--- config.mk ---
export PLATFORM = sky130hd
export DESIGN_NAME = multitap_keypad_encoder_core
export DESIGN_NICKNAME = d
export VERILOG_FILES = /design/src/hw/rtl/mtk_pkg.sv /design/src/hw/rtl/mtk_front.sv /design/src/hw/rtl/mtk_queue.sv /design/src/hw/rtl/mtk_back.sv /design/src/hw/rtl/multitap_keypad_encoder_core.sv
export SDC_FILE = /design/constraint.sdc
export NUM_CORES = 1
export LEC_CHECK = 0
export BUFFER_PORTS_ARGS = -buffer_cell sky130_fd_sc_hd__buf_2
export CAP_MARGIN = 20
export CORE_ASPECT_RATIO = 0.6
export CORE_MARGIN = 5
export CORE_UTILIZATION = 56
export DETAILED_ROUTE_END_ITERATION = 8
export PLACE_DENSITY_LB_ADDON = 0.12
export SYNTH_ARGS = -nofsm -noshare
export SYNTH_HDL_FRONTEND = slang
export SYNTH_SLANG_ARGS = --single-unit
export TNS_END_PERCENT = 5
--- constraint.sdc ---
create_clock -name clk -period 3.5 [get_ports clk]
set_input_delay 0.525 -clock clk [delete_from_list [all_inputs] [get_ports clk]]
set_output_delay 0.525 -clock clk [all_outputs]
set_load 0.05 [all_outputs]
--- src/hw/rtl/mtk_pkg.sv ---
`default_nettype none
// ----------------------------------------------------------------------------
// Multitap keypad encoder package
// Shared symbol codes, character codes, the queue entry type and the letter
// tables of the phone keypad.
// ----------------------------------------------------------------------------
package mtk_pkg;

	localparam int unsigned QUEUE_DEPTH_DEF = 4;

	localparam logic [3:0] SYM_STAR  = 4'd10;
	localparam logic [3:0] SYM_HASH  = 4'd11;
	localparam logic [3:0] SYM_PAUSE = 4'd12;
	localparam logic [3:0] NO_KEY    = 4'd15;
	localparam logic [3:0] KEY_SPACE = 4'd0;
	localparam logic [3:0] KEY_MARK  = 4'd1;

	localparam logic [7:0] CHR_SPACE  = 8'h20;
	localparam logic [7:0] CHR_BANG   = 8'h21;
	localparam logic [7:0] CHR_COMMA  = 8'h2C;
	localparam logic [7:0] CHR_STOP   = 8'h2E;
	localparam logic [7:0] CHR_DIG_LO = 8'h30;
	localparam logic [7:0] CHR_DIG_HI = 8'h39;
	localparam logic [7:0] CHR_QUERY  = 8'h3F;
	localparam logic [7:0] CHR_UC_LO  = 8'h41;
	localparam logic [7:0] CHR_UC_HI  = 8'h5A;
	localparam logic [7:0] CHR_LC_LO  = 8'h61;
	localparam logic [7:0] CHR_LC_HI  = 8'h7A;

	// One queue word: an optional leading hash or pause, then the body.
	typedef struct packed {
		logic       pre_en;
		logic [3:0] pre_sym;
		logic       star;
		logic [3:0] key;
		logic [2:0] cnt;
	} mtk_desc_t;

	function automatic logic [3:0] letter_key(input logic [4:0] idx);
		logic [3:0] k;
		k = 4'd0;
		case (idx) inside
			[5'd0:5'd2]:   k = 4'd2;
			[5'd3:5'd5]:   k = 4'd3;
			[5'd6:5'd8]:   k = 4'd4;
			[5'd9:5'd11]:  k = 4'd5;
			[5'd12:5'd14]: k = 4'd6;
			[5'd15:5'd18]: k = 4'd7;
			[5'd19:5'd21]: k = 4'd8;
			[5'd22:5'd25]: k = 4'd9;
			default:       k = 4'd0;
		endcase
		return k;
	endfunction

	function automatic logic [2:0] letter_presses(input logic [4:0] idx);
		logic [2:0] p;
		p = 3'd0;
		case (idx) inside
			5'd0, 5'd3, 5'd6, 5'd9, 5'd12, 5'd15, 5'd19, 5'd22:  p = 3'd1;
			5'd1, 5'd4, 5'd7, 5'd10, 5'd13, 5'd16, 5'd20, 5'd23: p = 3'd2;
			5'd2, 5'd5, 5'd8, 5'd11, 5'd14, 5'd17, 5'd21, 5'd24: p = 3'd3;
			5'd18, 5'd25:                                        p = 3'd4;
			default:                                             p = 3'd0;
		endcase
		return p;
	endfunction

endpackage
`default_nettype wire

--- src/hw/rtl/mtk_front.sv ---
`default_nettype none
// ----------------------------------------------------------------------------
// Multitap keypad encoder front end
// Accepts characters, classifies them, tracks case and last key, and writes
// one queue word for every character that yields symbols.
// ----------------------------------------------------------------------------
module mtk_front (
	input  wire logic              clk,
	input  wire logic              arst_n,
	input  wire logic              in_valid,
	input  wire logic [7:0]        character,
	input  wire logic              first_of_message,
	input  wire logic              q_full,
	output mtk_pkg::mtk_desc_t     push_desc,
	output logic                   push
);
	import mtk_pkg::*;

	logic       prev_upper_q;
	logic [3:0] last_key_q;
	logic       accept;
	logic       prev_eff;
	logic [3:0] last_eff;
	logic       upper;
	logic       star;
	logic [3:0] key;
	logic [2:0] cnt;
	logic [3:0] first_code;
	logic       hash;
	logic       pause;
	logic [3:0] new_last;
	logic [4:0] idx;

	assign accept   = in_valid && !q_full;
	assign prev_eff = first_of_message ? 1'b0 : prev_upper_q;
	assign last_eff = first_of_message ? NO_KEY : last_key_q;
	assign idx      = character[4:0] - 5'd1;

	always_comb begin
		upper = 1'b0;
		star  = 1'b0;
		key   = 4'd0;
		cnt   = 3'd0;
		case (character) inside
			[CHR_DIG_LO:CHR_DIG_HI]: begin
				star = 1'b1;
				key  = character[3:0];
				cnt  = 3'd2;
			end
			[CHR_UC_LO:CHR_UC_HI]: begin
				upper = 1'b1;
				key   = letter_key(idx);
				cnt   = letter_presses(idx);
			end
			[CHR_LC_LO:CHR_LC_HI]: begin
				key = letter_key(idx);
				cnt = letter_presses(idx);
			end
			CHR_SPACE: begin
				key = KEY_SPACE;
				cnt = 3'd1;
			end
			CHR_STOP: begin
				key = KEY_MARK;
				cnt = 3'd1;
			end
			CHR_COMMA: begin
				key = KEY_MARK;
				cnt = 3'd2;
			end
			CHR_BANG: begin
				key = KEY_MARK;
				cnt = 3'd3;
			end
			CHR_QUERY: begin
				key = KEY_MARK;
				cnt = 3'd4;
			end
			default: begin
				cnt = 3'd0;
			end
		endcase
	end

	assign first_code = star ? SYM_STAR : key;
	assign hash       = upper != prev_eff;
	assign pause      = !hash && (cnt != 3'd0) && (first_code == last_eff);
	assign new_last   = (cnt != 3'd0) ? key : (hash ? SYM_HASH : last_eff);

	assign push              = accept && (hash || (cnt != 3'd0));
	assign push_desc.pre_en  = hash || pause;
	assign push_desc.pre_sym = hash ? SYM_HASH : SYM_PAUSE;
	assign push_desc.star    = star;
	assign push_desc.key     = key;
	assign push_desc.cnt     = cnt;

	always_ff @(posedge clk or negedge arst_n) begin
		if (!arst_n) begin
			prev_upper_q <= 1'b0;
			last_key_q   <= NO_KEY;
		end else if (accept) begin
			prev_upper_q <= upper;
			last_key_q   <= new_last;
		end
	end

endmodule
`default_nettype wire

--- src/hw/rtl/mtk_queue.sv ---
`default_nettype none
// ----------------------------------------------------------------------------
// Multitap keypad encoder queue
// A short first-in first-out store of words between the front end and the
// symbol sequencer.
// ----------------------------------------------------------------------------
module mtk_queue #(
	parameter int unsigned DEPTH = mtk_pkg::QUEUE_DEPTH_DEF
) (
	input  wire logic                     clk,
	input  wire logic                     arst_n,
	input  wire logic                     push,
	input  wire mtk_pkg::mtk_desc_t       push_desc,
	input  wire logic                     pop,
	output mtk_pkg::mtk_desc_t            head_desc,
	output logic                          full,
	output logic                          empty,
	output logic [$clog2(DEPTH+1)-1:0]    count
);
	import mtk_pkg::*;

	localparam int unsigned PTR_W = $clog2(DEPTH);
	localparam int unsigned CNT_W = $clog2(DEPTH + 1);

	mtk_desc_t        mem_q [DEPTH];
	logic [PTR_W-1:0] wr_ptr_q;
	logic [PTR_W-1:0] rd_ptr_q;
	logic [CNT_W-1:0] count_q;
	logic             do_push;
	logic             do_pop;

	assign full      = count_q == CNT_W'(DEPTH);
	assign empty     = count_q == '0;
	assign count     = count_q;
	assign do_push   = push && !full;
	assign do_pop    = pop && !empty;
	assign head_desc = mem_q[rd_ptr_q];

	always_ff @(posedge clk) begin
		if (do_push) begin
			mem_q[wr_ptr_q] <= push_desc;
		end
	end

	always_ff @(posedge clk or negedge arst_n) begin
		if (!arst_n) begin
			wr_ptr_q <= '0;
			rd_ptr_q <= '0;
			count_q  <= '0;
		end else begin
			if (do_push) begin
				wr_ptr_q <= (wr_ptr_q == PTR_W'(DEPTH - 1)) ? '0 : wr_ptr_q + 1'b1;
			end
			if (do_pop) begin
				rd_ptr_q <= (rd_ptr_q == PTR_W'(DEPTH - 1)) ? '0 : rd_ptr_q + 1'b1;
			end
			if (do_push && !do_pop) begin
				count_q <= count_q + 1'b1;
			end else if (do_pop && !do_push) begin
				count_q <= count_q - 1'b1;
			end
		end
	end

endmodule
`default_nettype wire

--- src/hw/rtl/mtk_back.sv ---
`default_nettype none
// ----------------------------------------------------------------------------
// Multitap keypad encoder symbol sequencer
// Expands the queue word at the head into key symbols, one per cycle while
// the output is not stalled, into a registered output stage.
// ----------------------------------------------------------------------------
module mtk_back (
	input  wire logic           clk,
	input  wire logic           arst_n,
	input  wire mtk_pkg::mtk_desc_t head_desc,
	input  wire logic           empty,
	output logic                pop,
	output logic                out_valid,
	input  wire logic           out_stall,
	output logic [3:0]          key_symbol,
	output logic                last_of_run
);
	import mtk_pkg::*;

	logic [2:0] step_q;
	logic       out_valid_q;
	logic [3:0] sym_q;
	logic       last_q;
	logic       advance;
	logic [2:0] total;
	logic [2:0] body_idx;
	logic       is_last;
	logic [3:0] sym;

	assign advance  = !empty && (!out_valid_q || !out_stall);
	assign total    = {2'b00, head_desc.pre_en} + head_desc.cnt;
	assign body_idx = step_q - {2'b00, head_desc.pre_en};
	assign is_last  = step_q == (total - 3'd1);
	assign pop      = advance && is_last;

	always_comb begin
		if (head_desc.pre_en && (step_q == 3'd0)) begin
			sym = head_desc.pre_sym;
		end else if (head_desc.star && (body_idx == 3'd0)) begin
			sym = SYM_STAR;
		end else begin
			sym = head_desc.key;
		end
	end

	always_ff @(posedge clk or negedge arst_n) begin
		if (!arst_n) begin
			step_q      <= 3'd0;
			out_valid_q <= 1'b0;
		end else begin
			if (advance) begin
				step_q      <= is_last ? 3'd0 : step_q + 3'd1;
				out_valid_q <= 1'b1;
			end else if (!out_stall) begin
				out_valid_q <= 1'b0;
			end
		end
	end

	always_ff @(posedge clk) begin
		if (advance) begin
			sym_q  <= sym;
			last_q <= is_last;
		end
	end

	assign out_valid   = out_valid_q;
	assign key_symbol  = sym_q;
	assign last_of_run = last_q;

endmodule
`default_nettype wire

--- src/hw/rtl/multitap_keypad_encoder_core.sv ---
`default_nettype none
// ----------------------------------------------------------------------------
// Multitap keypad encoder
// Turns text characters into phone keypad multitap key symbols, with case
// toggles and pause separators.
// ----------------------------------------------------------------------------
// The first symbol of a character is written to the queue and then to the
// output register. Throughput: one symbol per cycle while the output is not
// stalled; a character yields one to five symbols, all through the single
// output register; characters without symbols write no queue word.
// Reset clears case and last key state, the queue and the output stage.
module multitap_keypad_encoder_core #(
	parameter int unsigned QUEUE_DEPTH = mtk_pkg::QUEUE_DEPTH_DEF
) (
	input  wire logic       clk,
	input  wire logic       arst_n,
	input  wire logic       in_valid,
	output logic            in_stall,
	input  wire logic [7:0] character,
	input  wire logic       first_of_message,
	output logic            out_valid,
	input  wire logic       out_stall,
	output logic [3:0]      key_symbol,
	output logic            last_of_run
);
	import mtk_pkg::*;

	mtk_desc_t                      push_desc;
	mtk_desc_t                      head_desc;
	logic                           push;
	logic                           pop;
	logic                           full;
	logic                           empty;
	logic [$clog2(QUEUE_DEPTH+1)-1:0] q_count;

	assign in_stall = full;

	mtk_front u_front (
		.clk              (clk),
		.arst_n           (arst_n),
		.in_valid         (in_valid),
		.character        (character),
		.first_of_message (first_of_message),
		.q_full           (full),
		.push_desc        (push_desc),
		.push             (push)
	);

	mtk_queue #(
		.DEPTH (QUEUE_DEPTH)
	) u_queue (
		.clk       (clk),
		.arst_n    (arst_n),
		.push      (push),
		.push_desc (push_desc),
		.pop       (pop),
		.head_desc (head_desc),
		.full      (full),
		.empty     (empty),
		.count     (q_count)
	);

	mtk_back u_back (
		.clk         (clk),
		.arst_n      (arst_n),
		.head_desc   (head_desc),
		.empty       (empty),
		.pop         (pop),
		.out_valid   (out_valid),
		.out_stall   (out_stall),
		.key_symbol  (key_symbol),
		.last_of_run (last_of_run)
	);

	a_sym_range: assert property (@(posedge clk) disable iff (!arst_n)
		out_valid |-> key_symbol <= SYM_PAUSE)
		else $error("key symbol out of range");

	a_prefix_not_last: assert property (@(posedge clk) disable iff (!arst_n)
		out_valid && (key_symbol == SYM_PAUSE || key_symbol == SYM_STAR) |-> !last_of_run)
		else $error("pause or star closed a run");

	a_queue_bound: assert property (@(posedge clk) disable iff (!arst_n)
		q_count <= ($clog2(QUEUE_DEPTH+1))'(QUEUE_DEPTH))
		else $error("queue count beyond depth");

	a_no_pop_empty: assert property (@(posedge clk) disable iff (!arst_n)
		pop |-> !empty)
		else $error("queue popped while empty");

endmodule
`default_nettype wire

# Word level (Yosys, flattened, before mapping)
# Memories as Yosys holds them, arrays and structs flattened.
# Index checks and enable logic that the tools add are counted.
# word_totals
reg_bits,21
elab_cells,169
out_inout_bits,7
ramBits,48
inputBits,13
latch_bits,0
romBits,0
mem_count,1
# classes
shift,0
add_sub_neg,9
n_reduce_logical,43
n_eq_ne,37
muxes,48
div_mod_pow,0
bitwise,0
n_lt_le_gt_ge,22
multipliers,0
# mem_list
name,words,width,read_ports,rd_ports_with_merged_regs,wr,line_no,rtl
u_queue.mem_q,4,12,1,0,1,mtk_queue.sv:25,mtk_desc_t mem_q [DEPTH];
# op_table
cell,n
4-bit two-way mux,21
5-bit == test (second input constant),10
3-bit two-way mux,16
5-bit by 4-bit == test with 1-bit output (second input constant),8
8-bit by 6-bit == test with 1-bit output (second input constant),5
8-bit OR reduction,3
1-bit logical AND,23
5-bit by 3-bit == test with 1-bit output (second input constant),4
8-bit by 7-bit >= comparator with 1-bit output (second input constant),2
8-bit by 7-bit <= comparator with 1-bit output (second input constant),2
5-bit by 4-bit >= comparator with 1-bit output (second input constant),3
5-bit by 4-bit <= comparator with 1-bit output (second input constant),3
5-bit <= comparator (second input constant),3
5-bit by 2-bit == test with 1-bit output (second input constant),2
5-bit >= comparator (second input constant),2
3-bit zero test,3
1-bit two-way mux,9
8-bit by 6-bit >= comparator with 1-bit output (second input constant),1
8-bit by 6-bit <= comparator with 1-bit output (second input constant),1
1-bit zero test,7
3-bit by 1-bit adder with 3-bit output (second input constant),2
3-bit by 1-bit subtractor with 3-bit output (second input constant),2
5-bit by 1-bit == test with 1-bit output (second input constant),1
5-bit by 1-bit >= comparator with 1-bit output (second input constant),1
20 further kinds,25

# Longest topological paths before layout
# depth
depth_word,18
depth_mapped,19
mapped_depth_nobuf,15

# Hierarchy
# A second synthesis with hierarchy kept.
# hier_totals
cells_unflattened,371
area_unflattened_um2,4410.5
# modules_own_cells
mod,cells_each,area_per_inst_um2,seq_area_each_um2,n_inst
mtk_queue,105,2338.5,1736.7,1
mtk_front,213,1505.2,130.1,1
mtk_back,53,566.8,250.2,1

# Worst setup path after synthesis
# OpenSTA, ideal clock, no wires.
# synth_path
path_type,input to register
startpoint,input port character[0]
endpoint,"register u_queue.count_q[2], in the netlist u_queue.count[2]"
setup_ns,0.079
slack_ns,-0.295
arrival_ns,3.716
stages,18
n_path_buf,3
required_time_ns,3.421
cell_sequence,buf_4 -> buf_2 -> inv_1 -> ha_1 -> buf_4 -> nor3b_4 -> a21oi_1 -> o31ai_1 -> a311oi_2 -> o2111a_1 -> a21oi_4 -> a31oi_4 -> ha_1 -> inv_1 -> fa_1 -> xor2_1 -> nor2_1 -> xor2_1
# synth_between
elab_chain_cells,17
word_cells_on_any_way,69
classes_between,add/sub (1); order compare (6); eq/ne (31); mux (15); reduce/logical (16)
# synth_rtl
item,line_no,rtl
start: declaration,multitap_keypad_encoder_core.sv:19,"input wire logic [7:0] character,"
5-bit by 1-bit subtractor with 5-bit output,mtk_front.sv:37,assign idx = character[4:0] - 5'd1;
5-bit == test,"mtk_front.sv:53, mtk_front.sv:57",
2-bit OR reduction,mtk_pkg.sv:59,case (idx) inside
3-bit two-way mux (4 in series),mtk_pkg.sv:59,
3-bit two-way mux (3 in series),mtk_front.sv:44,case (character) inside
3-bit nonzero test,mtk_front.sv:90,assign push = accept && (hash || (cnt != 3'd0));
1-bit logical OR *,mtk_front.sv:90,
1-bit logical AND *,mtk_front.sv:90,
1-bit logical AND *,mtk_queue.sv:35,assign do_push = push && !full;
named net u_queue.do_push,mtk_queue.sv:29,logic do_push;
1-bit zero test,mtk_queue.sv:59,end else if (do_pop && !do_push) begin
1-bit logical AND,mtk_queue.sv:59,
2-bit nonzero test (no source line),n/a,
end signal: assignment,mtk_queue.sv:58,count_q <= count_q + 1'b1;
end signal: assignment,mtk_queue.sv:60,count_q <= count_q - 1'b1;
end: declaration,mtk_queue.sv:28,logic [CNT_W-1:0] count_q;
# Mark *: on every way through the listed nets, which the timed path passes. The rest lies on a longest branch.
# A chain may end at the register's enable or synchronous reset.

# Worst setup path after layout
# layout_path
startpoint,register u_queue.rd_ptr_q[0]
endpoint,"register u_queue.count_q[1], in the netlist u_queue.count[1]"
# layout_between
elab_chain_cells,9
word_cells_on_any_way,11
classes_between,add/sub (2); eq/ne (1); mux (1); reduce/logical (6); memory (1)
# layout_rtl
item,line_no,rtl
start: declaration,mtk_queue.sv:27,logic [PTR_W-1:0] rd_ptr_q;
start signal: assignment,mtk_queue.sv:55,rd_ptr_q <= (rd_ptr_q == PTR_W'(DEPTH - 1)) ? '0 : rd_ptr_q + 1'b1;
memory read 4 x 12 bit *,n/a,
1-bit by 3-bit adder with 3-bit output *,mtk_back.sv:31,"assign total = {2'b00, head_desc.pre_en} + head_desc.cnt;"
3-bit by 1-bit subtractor with 3-bit output *,mtk_back.sv:33,assign is_last = step_q == (total - 3'd1);
3-bit == test *,mtk_back.sv:33,
named net u_back.is_last,mtk_back.sv:27,logic is_last;
1-bit logical AND *,mtk_back.sv:34,assign pop = advance && is_last;
1-bit logical AND *,mtk_queue.sv:36,assign do_pop = pop && !empty;
1-bit zero test,mtk_queue.sv:57,if (do_push && !do_pop) begin
1-bit logical AND,mtk_queue.sv:57,
3-bit two-way mux or 2-bit nonzero test (tied branches),n/a,
# Marked as above.

==> metrics.json <==
{
  "cts_tree": {"value": "built"},
  "fmaxAchievable": {"value": 303, "unit": "MHz"},
  "p_leak": {"value": 1.87, "unit": "nW"},
  "critical_path_end_type": {"value": "flip-flop"},
  "ratio_of_total_power_to_cell_area": {"value": 696, "unit": "mW/mm²"},
  "synthDominantCellAreaShare": {"value": 36.1, "unit": "%"},
  "seq_area_frac_synth": {"value": 46.1, "unit": "%"},
  "synth-warning-count": {"value": 0},
  "dpl.hpwl": {"value": 7590, "unit": "µm"},
  "placedCellCount": {"value": 471},
  "starting_density_of_the_core": {"value": 56.8, "unit": "%"},
  "insertedDiodeCount": {"value": 0},
  "maxSlewHeadroom": {"value": 34.4, "unit": "%"},
  "setup_total_negative_slack": {"value": 0, "unit": "ps"},
  "ctsHtreeMaxLevel": {"value": 3},
  "post-route-min-period": {"value": 3300, "unit": "ps"},
  "post_route_cells_drive_above_1_share": {"value": 33.1, "unit": "%"},
  "grt_start_max_net_pins": {"value": 18},
  "cts.sinks": {"value": 65},
  "rows": {"value": 24},
  "io_buffers": {"value": 19},
  "global_route_wire_length_before_repair": {"value": 16000, "unit": "µm"},
  "finClkSkew": {"value": 7.44, "unit": "ps"},
  "finalSetupViolCount": {"value": 0},
  "dominantRegCellSynth": {"value": "edfxtp_1"},
  "crit_type": {"value": "reg2reg"},
  "async_reset_ff_share": {"value": 24.6, "unit": "%"},
  "max-clock-path-buffers": {"value": 2},
  "grt_overflow": {"value": 0},
  "fin_util": {"value": 66.8, "unit": "%"},
  "synth_edf_count": {"value": 49},
  "timing.max_cap.violations": {"value": 0},
  "clock_input_transition_at_the_sequential_cells_of_the_worst_setup_and_hold_paths": {"value": 50, "unit": "ps"},
  "firstDrtPassIters": {"value": 5},
  "die_area": {"value": 0.00914, "unit": "mm²"},
  "netlist.top_cell.by_area": {"value": "edfxtp_1"},
  "grt_util_all_layers": {"value": 23.0, "unit": "%"},
  "die_h": {"value": 76.1, "unit": "µm"},
  "mappedNetlistArea": {"value": 0.00407, "unit": "mm²"},
  "num_vias": {"value": 3016},
  "post_synth_main_area_contributors": {"value": "edfxtp_1 36%, dfrtp_1 7.4%, mux4_2 6.1%, ha_1 5.2%, dfstp_2 2.6%"},
  "final_net_count": {"value": 422},
  "worstMarginPinSlew": {"value": 984, "unit": "ps"},
  "arrival_time_at_the_worst_endpoint": {"value": 3510, "unit": "ps"},
  "pre_cts_slack": {"value": -42.8, "unit": "ps"},
  "route.antenna.remaining_nets": {"value": 0},
  "via_per_inst": {"value": 6.19},
  "avgRoutedWirePerCell": {"value": 20.3, "unit": "µm"},
  "layout-area-overhead-vs-synth": {"value": 17.7, "unit": "%"},
  "fin_hold_ws": {"value": 116, "unit": "ps"},
  "clkLatencyLatePin": {"value": 330, "unit": "ps"},
  "worstSetupStartpointType": {"value": "flip-flop"},
  "rsz0062_at_grt": {"value": "false"},
  "worst_r2r_startpoint": {"value": "u_queue.rd_ptr_q[0]$_DFFE_PN0P_"},
  "timing.final.max_slew_violations": {"value": 0},
  "numCtsBuffers": {"value": 9},
  "postSynthCellCount": {"value": 338},
  "routabilityCongestion": {"value": 0.936},
  "die_x": {"value": 120, "unit": "µm"},
  "finalNonFillerCells": {"value": 487},
  "io-pin-count": {"value": 20},
  "area_of_the_core": {"value": 0.00718, "unit": "mm²"},
  "ys_seq_elements": {"value": 65},
  "grt_antenna_before_repair": {"value": 0},
  "avgSynthCellArea": {"value": 12.1, "unit": "µm²"},
  "root_buffer": {"value": "clkbuf_16"},
  "rr_worst_depth": {"value": 12},
  "synth_nets": {"value": 369},
  "hold_violations": {"value": 0},
  "crit_fanout": {"value": 6},
  "route.detailed.drc": {"value": 0},
  "worstHoldPathType": {"value": "in2async"},
  "initialDrtViolationCount": {"value": 306},
  "yosysUniqueCellTypes": {"value": 79},
  "crit-reg2reg-capture": {"value": "u_queue.count[1]$_DFFE_PN0P_"},
  "final.period_utilization": {"value": 94.2, "unit": "%"},
  "max-vdd-ir-drop": {"value": 0.618, "unit": "mV"},
  "run_status": {"value": "finished, final reports clean"},
  "wirelength": {"value": 9900, "unit": "µm"},
  "postCtsHoldBufs": {"value": 0},
  "timing.critical_path.required": {"value": 3710, "unit": "ps"},
  "first_global_vias": {"value": 2834},
  "cts_setup_buffers": {"value": 0},
  "worst_setup_slack_final": {"value": 204, "unit": "ps"},
  "reg2reg_setup_slack": {"value": 200, "unit": "ps"}
}
==> metrics by stage <==
stage / power [W] / area [µm²]
floorplan: 0.00213 / 4130
global placement: 0.00246 / 4510
detailed placement: 0.00250 / 4510
CTS: 0.00336 / 4790
global route: 0.00355 / 4790
finish: 0.00334 / 4790
==> cells in the mapped netlist (3+ instances only) <==
library cell and n:
clkbuf_1 6, a21oi_1 10, o211ai_1 5, and3_1 3, or2_2 3, xnor2_1 10
dfstp_2 4, dfrtp_1 12, nand4_1 6, ha_1 17, o31ai_1 4, a211oi_1 5
edfxtp_1 49, nor3_1 7, a21o_1 3, buf_2 4, a31oi_1 4, o21ai_0 13
mux2_2 5, inv_1 20, and2_1 7, nand2_1 23, nor2_2 4, nor2_1 14
o31a_1 3, buf_6 5, mux4_2 11, o22ai_1 4, nand2b_1 6, o32a_1 3
nand3_1 8
==> power breakdown <==
part	total [W]	internal (W)	switching (W)
logic	0.00132	0.000601	0.000719
clock network	0.000839	0.000545	0.000293
registers	0.00118	0.00105	0.000134
==> critical path: stages (launching register included) <==
cell and delay (ps):
dfrtp_2 480, mux4_2 590, inv_1 80, ha_1 140, ha_1 230, xnor2_1 130
nor3_1 250, and2_1 240, inv_1 90, ha_2 200, inv_2 50, fa_2 420
mux2_4 270
==> cells in the final DEF, fill, tap and decap left out, types with 9 or more instances in the layout <==
master / instances
dfrtp_1: 11
nand2_1: 23
ha_1: 15
mux4_2: 11
o21ai_0: 13
nor2_1: 13
edfxtp_1: 49
buf_4: 42
clkbuf_16: 9
xnor2_1: 10
inv_1: 18
buf_2: 19
==> worst max path at each step <==
stage / from / endpoint / slack [ps] / cells after the start
after floorplan: character[0] / u_queue.count[1]$_DFFE_PN0P_ / -90 / 16
after global placement: character[1] / u_queue.count[2]$_DFFE_PN0P_ / 30 / 15
after detailed placement: character[1] / u_queue.count[2]$_DFFE_PN0P_ / -40 / 16
after CTS: u_queue.rd_ptr_q[0]$_DFFE_PN0P_ / u_queue.count[1]$_DFFE_PN0P_ / 90 / 12
after global routing: character[1] / u_queue.count[2]$_DFFE_PN0P_ / 20 / 16
final: u_queue.rd_ptr_q[0]$_DFFE_PN0P_ / u_queue.count[1]$_DFFE_PN0P_ / 200 / 12
==> cell type report <==
type | count | area [µm²]
repair buffers | 61 | 410
clock inverters | 4 | 43.8
multi-input cells | 234 | 2030
fillers | 540 | 2380
inverters | 20 | 80.1
well taps | 91 | 114
flip-flops and latches | 65 | 1880
clock buffers | 12 | 236
==> timing repair <==
action | 4_1_cts | 5_1_grt
endpoints found under the hold margin | 0 | 0
endpoints found under the setup margin | 0 | 2
resized for setup | 0 | 1
==> sequential cells by signal, indices dropped and copies added, names as in the netlist <==
register	flops
u_back.step_q	3
u_back.out_valid	1
u_front.prev_upper_q	1
u_queue.wr_ptr_q	2
u_queue.mem_q	44
u_back.key_symbol	4
u_back.last_of_run	1
u_queue.count	3
u_queue.rd_ptr_q	2
u_front.last_key_q	4
==> kinds of logic (layout without fill, tap and decap cells) <==
group           Yosys count  in the layout  synth area share [%]
xor+xnor                 16             16                  4.33
simple gates            101            101                  14.6
flops                    65             65                  46.1
compound gates           80             80                  16.1
fa+ha+maj                18             18                  5.71
buf+inv                  39             97                  4.82
mux                      19             19                  8.45
==> metal layers <==
layer  GRT usage, %  vias up  wire length, µm  share of wire [%]
met5              0        -                0                  0
met4           4.80        0               84               0.85
met3           7.94       10             1040                 11
met2           27.2      143             3650                 37
met1           39.0     1461             5120                 52
li1               -     1402                -                  -
(Power assumes the default switching activity.)
